### src/rtl/bfsr_pkg.sv
// Package for the block frame sender: opcodes, phase codes, frame characters
// and the codes that tag a word on its way to the output register.
// Used by block_frame_sender_with_retry; depends on nothing.
`timescale 1ns / 1ps

package bfsr_pkg;

  // Default block size in bytes
  localparam int BLOCK_DEFAULT = 256;

  // Input opcodes
  localparam logic [2:0] OP_BYTE    = 3'd0;
  localparam logic [2:0] OP_SLOT    = 3'd1;
  localparam logic [2:0] OP_ACK     = 3'd2;
  localparam logic [2:0] OP_NACK    = 3'd3;
  localparam logic [2:0] OP_TIMEOUT = 3'd4;

  // Transfer phases
  localparam logic [1:0] PH_COLLECT = 2'd0;
  localparam logic [1:0] PH_SEND    = 2'd1;
  localparam logic [1:0] PH_WAIT    = 2'd2;
  localparam logic [1:0] PH_DONE    = 2'd3;

  // Frame characters
  localparam logic [7:0] CH_DOLLAR   = 8'h24;
  localparam logic [7:0] CH_F        = 8'h46;
  localparam logic [7:0] CH_STAR     = 8'h2A;
  localparam logic [7:0] CHECK_START = CH_DOLLAR ^ CH_F;
  localparam logic [7:0] CHECK_MSB   = 8'h80;

  // Register map
  localparam logic REG_IMAGE_LENGTH = 1'b0;
  localparam logic [23:0] IMAGE_LENGTH_RESET = 24'd1;

  // Kind of word held in the pipe stage
  localparam logic [2:0] KD_FRAME_START = 3'd0;
  localparam logic [2:0] KD_LITERAL     = 3'd1;
  localparam logic [2:0] KD_DATA        = 3'd2;
  localparam logic [2:0] KD_STAR        = 3'd3;
  localparam logic [2:0] KD_CHECK       = 3'd4;
  localparam logic [2:0] KD_DONE        = 3'd5;

  // Word waiting between the decode stage and the output register
  typedef struct packed {
    logic [2:0] kind;
    logic [7:0] lit;
  } pipe_word_t;

endpackage

### src/rtl/block_frame_sender_with_retry.sv
// Top level of the block frame sender with retry: decode stage, block
// buffer memory and output register. Depends on bfsr_pkg.
`timescale 1ns / 1ps

// Usage
//   Input stream (s_*): tuser carries the opcode (image byte, transmit slot,
//   reply ack, reply nack, reply timeout), tdata the image byte. Every word
//   is taken; words that do not fit the current phase are dropped silently.
//   Output stream (m_*): tdata is the frame byte, tlast marks the checksum
//   that closes a frame, tuser marks the single word that reports the end of
//   the transfer (tdata zero then).
//   APB port: register 0 at byte address 0 holds image_length (24 bits).
//   Write it only while the block is idle.
//   Path: an input word is decoded and its block buffer byte read into the
//   pipe stage, which holds it until the output register takes it.
//   Throughput: one word per cycle while the receiver does not stall; the
//   block buffer has one write and one registered read port, and the checksum
//   is folded in as words enter the output register.
//   Reset clears all control state and sets image_length to 1; the buffer
//   contents are left as they are and need no clearing pass.
//   When the receiver stalls, the pipe stage and output register fill and
//   s_tready drops; nothing is lost or repeated.
module block_frame_sender_with_retry #(
  parameter int BLOCK = bfsr_pkg::BLOCK_DEFAULT
) (
  input  logic        clk,
  input  logic        rst,
  // input stream
  input  logic        s_tvalid,
  output logic        s_tready,
  input  logic [7:0]  s_tdata,   // [7:0] image_byte
  input  logic [2:0]  s_tuser,   // [2:0] opcode
  // output stream
  output logic        m_tvalid,
  input  logic        m_tready,
  output logic [7:0]  m_tdata,   // [7:0] tx_byte
  output logic        m_tlast,
  output logic        m_tuser,   // [0] update_done
  // configuration
  input  logic        psel,
  input  logic        penable,
  input  logic        pwrite,
  input  logic [2:0]  paddr,
  input  logic [31:0] pwdata,
  output logic [31:0] prdata,
  output logic        pready
);

  localparam int FW = $clog2(BLOCK + 1);
  localparam int AW = (BLOCK > 1) ? $clog2(BLOCK) : 1;
  localparam int TW = $clog2(BLOCK + 5);

  logic [23:0] image_length;

  // Transfer state
  logic [FW-1:0] block_fill, block_fill_next;
  logic [23:0]   bytes_sent, bytes_sent_next;
  logic [TW-1:0] tx_position, tx_position_next;
  logic [1:0]    phase, phase_next;
  logic [7:0]    running_check;

  // Block buffer
  logic [7:0]    block_store [BLOCK];
  logic [7:0]    rd_data;
  logic          store_we;

  // Pipe stage
  logic          p_valid;
  bfsr_pkg::pipe_word_t p_word, p_word_next;
  logic          issue;

  logic          accept;
  logic          out_free;
  logic          advance;
  logic [FW-1:0] fill_inc;
  logic [23:0]   sent_inc;
  logic [TW-1:0] fill_ext;
  logic [AW-1:0] rd_addr;

  // APB register
  assign pready = 1'b1;
  assign prdata = (paddr[2] == bfsr_pkg::REG_IMAGE_LENGTH) ? {8'd0, image_length} : 32'd0;

  always_ff @(posedge clk) begin
    if (rst) begin
      image_length <= bfsr_pkg::IMAGE_LENGTH_RESET;
    end else if (psel && penable && pwrite && pready &&
                 paddr[2] == bfsr_pkg::REG_IMAGE_LENGTH) begin
      image_length <= pwdata[23:0];
    end
  end

  // Handshake
  assign out_free = !m_tvalid || m_tready;
  assign advance  = p_valid && out_free;
  assign s_tready = !p_valid || out_free;
  assign accept   = s_tvalid && s_tready;

  assign fill_inc = block_fill + FW'(1);
  assign sent_inc = bytes_sent + 24'd1;
  assign fill_ext = TW'(block_fill);
  assign rd_addr  = AW'(tx_position - TW'(2));

  // Decode one word against the phase
  always_comb begin
    block_fill_next  = block_fill;
    bytes_sent_next  = bytes_sent;
    tx_position_next = tx_position;
    phase_next       = phase;
    store_we         = 1'b0;
    issue            = 1'b0;
    p_word_next.kind = bfsr_pkg::KD_LITERAL;
    p_word_next.lit  = 8'd0;
    unique case (phase)
      bfsr_pkg::PH_COLLECT: begin
        if (s_tuser == bfsr_pkg::OP_BYTE) begin
          store_we        = 1'b1;
          block_fill_next = fill_inc;
          bytes_sent_next = sent_inc;
          if (fill_inc >= FW'(BLOCK) || sent_inc >= image_length) begin
            tx_position_next = '0;
            phase_next       = bfsr_pkg::PH_SEND;
          end
        end
      end
      bfsr_pkg::PH_SEND: begin
        if (s_tuser == bfsr_pkg::OP_SLOT) begin
          tx_position_next = tx_position + TW'(1);
          issue            = 1'b1;
          if (tx_position == TW'(0)) begin
            p_word_next.kind = bfsr_pkg::KD_FRAME_START;
            p_word_next.lit  = bfsr_pkg::CH_DOLLAR;
          end else if (tx_position == TW'(1)) begin
            p_word_next.lit  = bfsr_pkg::CH_F;
          end else if (tx_position < fill_ext + TW'(2)) begin
            p_word_next.kind = bfsr_pkg::KD_DATA;
          end else if (tx_position == fill_ext + TW'(2)) begin
            p_word_next.kind = bfsr_pkg::KD_STAR;
            p_word_next.lit  = bfsr_pkg::CH_STAR;
          end else begin
            p_word_next.kind = bfsr_pkg::KD_CHECK;
            phase_next       = bfsr_pkg::PH_WAIT;
          end
        end
      end
      bfsr_pkg::PH_WAIT: begin
        if (s_tuser == bfsr_pkg::OP_ACK) begin
          if (bytes_sent >= image_length) begin
            phase_next       = bfsr_pkg::PH_DONE;
            issue            = 1'b1;
            p_word_next.kind = bfsr_pkg::KD_DONE;
          end else begin
            block_fill_next = '0;
            phase_next      = bfsr_pkg::PH_COLLECT;
          end
        end else if (s_tuser == bfsr_pkg::OP_NACK || s_tuser == bfsr_pkg::OP_TIMEOUT) begin
          tx_position_next = '0;
          phase_next       = bfsr_pkg::PH_SEND;
        end
      end
      default: begin
        // transfer finished: drop everything until reset
      end
    endcase
  end

  // Advance transfer state on each accepted word
  always_ff @(posedge clk) begin
    if (rst) begin
      block_fill  <= '0;
      bytes_sent  <= '0;
      tx_position <= '0;
      phase       <= bfsr_pkg::PH_COLLECT;
    end else if (accept) begin
      block_fill  <= block_fill_next;
      bytes_sent  <= bytes_sent_next;
      tx_position <= tx_position_next;
      phase       <= phase_next;
    end
  end

  // Block buffer: write while collecting, registered read while sending
  always_ff @(posedge clk) begin
    if (accept && store_we) begin
      block_store[block_fill[AW-1:0]] <= s_tdata;
    end
  end

  always_ff @(posedge clk) begin
    if (accept) begin
      rd_data <= block_store[rd_addr];
    end
  end

  // Pipe stage: hold the word until the output register frees
  always_ff @(posedge clk) begin
    if (rst) begin
      p_valid <= 1'b0;
    end else if (accept) begin
      p_valid <= issue;
    end else if (out_free) begin
      p_valid <= 1'b0;
    end
  end

  always_ff @(posedge clk) begin
    if (accept) begin
      p_word <= p_word_next;
    end
  end

  // Output register; fold each word into the checksum as it enters
  always_ff @(posedge clk) begin
    if (rst) begin
      m_tvalid      <= 1'b0;
      running_check <= bfsr_pkg::CHECK_START;
    end else if (advance) begin
      m_tvalid <= 1'b1;
      unique case (p_word.kind)
        bfsr_pkg::KD_FRAME_START: running_check <= bfsr_pkg::CHECK_START;
        bfsr_pkg::KD_DATA:        running_check <= running_check ^ rd_data;
        bfsr_pkg::KD_STAR:        running_check <= running_check ^ bfsr_pkg::CH_STAR;
        default:                  running_check <= running_check;
      endcase
    end else if (m_tready) begin
      m_tvalid <= 1'b0;
    end
  end

  always_ff @(posedge clk) begin
    if (advance) begin
      m_tlast <= 1'b0;
      m_tuser <= 1'b0;
      unique case (p_word.kind)
        bfsr_pkg::KD_DATA:  m_tdata <= rd_data;
        bfsr_pkg::KD_CHECK: begin
          m_tdata <= running_check | bfsr_pkg::CHECK_MSB;
          m_tlast <= 1'b1;
        end
        bfsr_pkg::KD_DONE: begin
          m_tdata <= 8'd0;
          m_tuser <= 1'b1;
        end
        default:            m_tdata <= p_word.lit;
      endcase
    end
  end

endmodule

### config.mk
export PLATFORM = sky130hd
export DESIGN_NAME = block_frame_sender_with_retry
export DESIGN_NICKNAME = d
export VERILOG_FILES = /design/src/rtl/bfsr_pkg.sv /design/src/rtl/block_frame_sender_with_retry.sv
export SDC_FILE = /design/constraint.sdc
export NUM_CORES = 2
export LEC_CHECK = 0
export ABC_AREA = 1
export BUFFER_PORTS_ARGS = -buffer_cell sky130_fd_sc_hd__buf_2
export CAP_MARGIN = 25
export CORE_UTILIZATION = 40
export CTS_CLUSTER_DIAMETER = 80
export DETAILED_ROUTE_END_ITERATION = 7
export SETUP_SLACK_MARGIN = 0.2
export SYNTH_ARGS = -nofsm -noshare
export SYNTH_HDL_FRONTEND = slang
export SYNTH_SLANG_ARGS = --single-unit
### constraint.sdc
create_clock -name clk -period 2.6 [get_ports clk]
set_input_delay 0.65 -clock clk [delete_from_list [all_inputs] [get_ports clk]]
set_output_delay 0.65 -clock clk [all_outputs]
set_load 0.03 [all_outputs]
==> out/qor.yml <==
hold_slack_ns: 0.0618
crit_path_end_kind: "flip-flop"
die-width_um: 476
syn_inst: 7869
cts_root_buf: "clkbuf_16"
synthTopCellsByCount: "2,262 x nand2_1, 2,074 x edfxtp_1, 2,058 x nand3_1, 312 x nor2_1, 237 x buf_2"
synth-async-reset-ratio_pct: 0
fp.coreArea_sq_mm: 0.223
worstMarginPinSlew_ns: 0.798
ctsHoldBuffers: 0
numCtsBuffers: 219
synth_area_leaders: "edfxtp_1 69%, nand3_1 11%, nand2_1 9.5%"
fin_crit_sh_pct: 111
critPathLaunchType: "flip-flop"
yosysWarningCount: 0
seq_area_sq_mm: 0.0639
grt_pass1_wl_um: 400000
critPathArrivalTime_ns: 3.68
ant_nets: 0
rsz0062_at_grt: "true"
hpwl_um: 156000
violations: "negative setup slack"
leakagePower_nw: 40.5
cts.clk_slew.worst_paths_ns: 0.06
syn_avg_cell_area_sq_um: 11.4
yosys.area.top_type: "edfxtp_1"
gp_congestion: 0.901
die-area_sq_mm: 0.227
cts_tree: "done"
syn_to_final_growth_pct: 25.2
fillers: 18990
synth-edff-count: 2074
setup_viol: 11
ir_drop_mv: 0.742
cp.required_ns: 3.39
critPathMaxStageDelay_ns: 0.37
cp_max_fo: 7
synth.ff_latch_count: 2151
period_needed_ns: 2.90
p_per_area_mw_per_mm2: 675
report.final.slew_viol_count: 0
cp_slowest_cell: "dfxtp_4"
vias: 64059
via_per_inst: 5.49
antenna_found_initial: 6
yosysUniqueCellTypes: 43
fmax_mhz: 345
fin_nets: 8622
relSlewSlack_pct: 46.8
grt_max_degree: 87
synth_ff_type: "edfxtp_1"
yosysSeqAreaShare_pct: 71.0
drt_iter0_markers: 7870
yosysTopAreaCellShare_pct: 69.3
hp-class: "input pin to flip-flop"
wl_um: 276000
die_height_um: 476
synth_area_sq_mm: 0.0898
drive_gt1_share_pct: 20.3
clk_latency_ns: 0.87
io_pins: 98
multi_input_area_sq_mm: 0.0259
num_rows: 173
grt_remaining_overflow: 0
cts_num_sinks: 2151
skew_ns: 0.0329
clock_path_buffers: 3
htreeDepth: 4
synth.most_common_cell: "nand2_1"
first_pass_iters: 6
outcome: "finished with violations"
drc: 0
path_cells: "ha_4, nand3_4, nor2_4, buf_6, nand3_4, nor4_4, nand2_1, xor2_2, inv_1, ha_1, nand2_2, o21a_1, o21ai_1, nor2_1, nand2_2, buf_6, buf_6, nand4_1, a21oi_2"
hold_viol_final: 0
worst_slack_ns: -0.297
postPlaceCellArea_sq_mm: 0.0997
design_area_sq_mm: 0.113
start_util_pct: 40.3
portBuffers: 78
path_class: "flip-flop to flip-flop"
grt_pass1_vias: 60673
grt_use_total_pct: 23.9
cpMostUsedCell: "buf_6"
maxCapViolations: 0
post_drt_wl_per_cell_um: 23.7
-- power breakdown --
| part | switching, mW | internal, mW |
|---|---|---|
| registers | 0.105 | 38.0 |
| clock network | 13.4 | 17.5 |
| logic | 4.56 | 2.39 |
-- kinds of logic after synthesis --
family	Yosys count	share of synthesized area (%)
xor gates and xnor gates	41	0.408
adders and majority gates	72	1.00
other	2	0.00836
buffers and inverters	669	3.32
AOI/OAI and AO/OA	169	1.00
DFF	2151	71.0
and+or+nand+nor	4765	23.2
-- area by class of cell --
type / count / share of cell area, %
Antenna cell: 5 / 0.0111
Clock buffer: 276 / 5.16
Clock inverter: 138 / 1.04
Inverter: 151 / 0.587
Multi-Input combinational cell: 5057 / 23.0
Sequential cell: 2151 / 56.8
Tap cell: 2975 / 3.31
Timing Repair Buffer: 914 / 10.1
Timing Repair inverter: 3 / 0.0334
-- final timing paths --
check	startpoint	endpoint	slack (ns)	cells past startpoint
max	bytes_sent[0]	tx_position[2]	-0.30	19
min	pwdata[0]	image_length[0]	0.06	3
max reg2reg	bytes_sent[0]	tx_position[2]	-0.30	19
min reg2reg	bytes_sent[2]	bytes_sent[2]	0.50	2
-- cell usage in the layout, fill, tap and decap left out, types with 80 or more instances in the layout --
| cell | n |
|---|---|
| nand2_1 | 2219 |
| edfxtp_1 | 2074 |
| nand3_1 | 1791 |
| buf_4 | 499 |
| clkbuf_16 | 238 |
| nand3_2 | 214 |
| nor2_1 | 198 |
| buf_12 | 187 |
| inv_1 | 127 |
| a21oi_1 | 89 |
| nor2_2 | 87 |
| buf_16 | 80 |
-- routing by layer --
layer  wire length (um)  track usage [%]
met1             113000             32.8
met2             131000             38.3
met3              23300             3.75
met4               9620             8.65
met5                 31                0
-- worst max-delay path: cells and delay by family (launching register included) --
family / cells / cell delay [ns]
and+or+nand+nor: 9 / 0.94
buffers and inverters: 4 / 0.44
AOI/OAI and AO/OA: 3 / 0.43
adders and majority gates: 2 / 0.44
xor gates and xnor gates: 1 / 0.19
DFF: 1 / 0.37
-- flip-flops by register name, indices dropped and copies added, names as in the netlist --
register	count
m_tuser	1
tx_position	9
phase	2
p_word	8
bytes_sent	24
p_valid	1
m_tlast	1
m_tdata	8
block_store	2048
image_length	24
rd_data	8
m_tvalid	1
running_check	7
block_fill	9
-- repair_timing --
item,in CTS,in global routing
setup buffers,74,36
gates resized for setup,394,225
hold endpoints to repair,0,0
cloned,50,16
pin swaps,68,60
endpoints found under the setup margin,647,1031
-- through the flow --
stage                     power [mW]  utilization [%]  setup WS (ns)  setup TNS [ns]  cells
final                           76.0             50.5         -0.297           -2.87  11670
after global routing            77.8             50.5         -0.461           -4.67  11666
after CTS                       75.8             49.7         -0.241           -2.33  11613
after detailed placement        44.1             44.8         -0.460          -50.82  11075
after global placement          44.0             44.8         -0.488          -36.68  11075
after floorplan                 41.4                -        -0.0896          -0.800   7876
No activity file was read; power rests on OpenSTA's default activity.
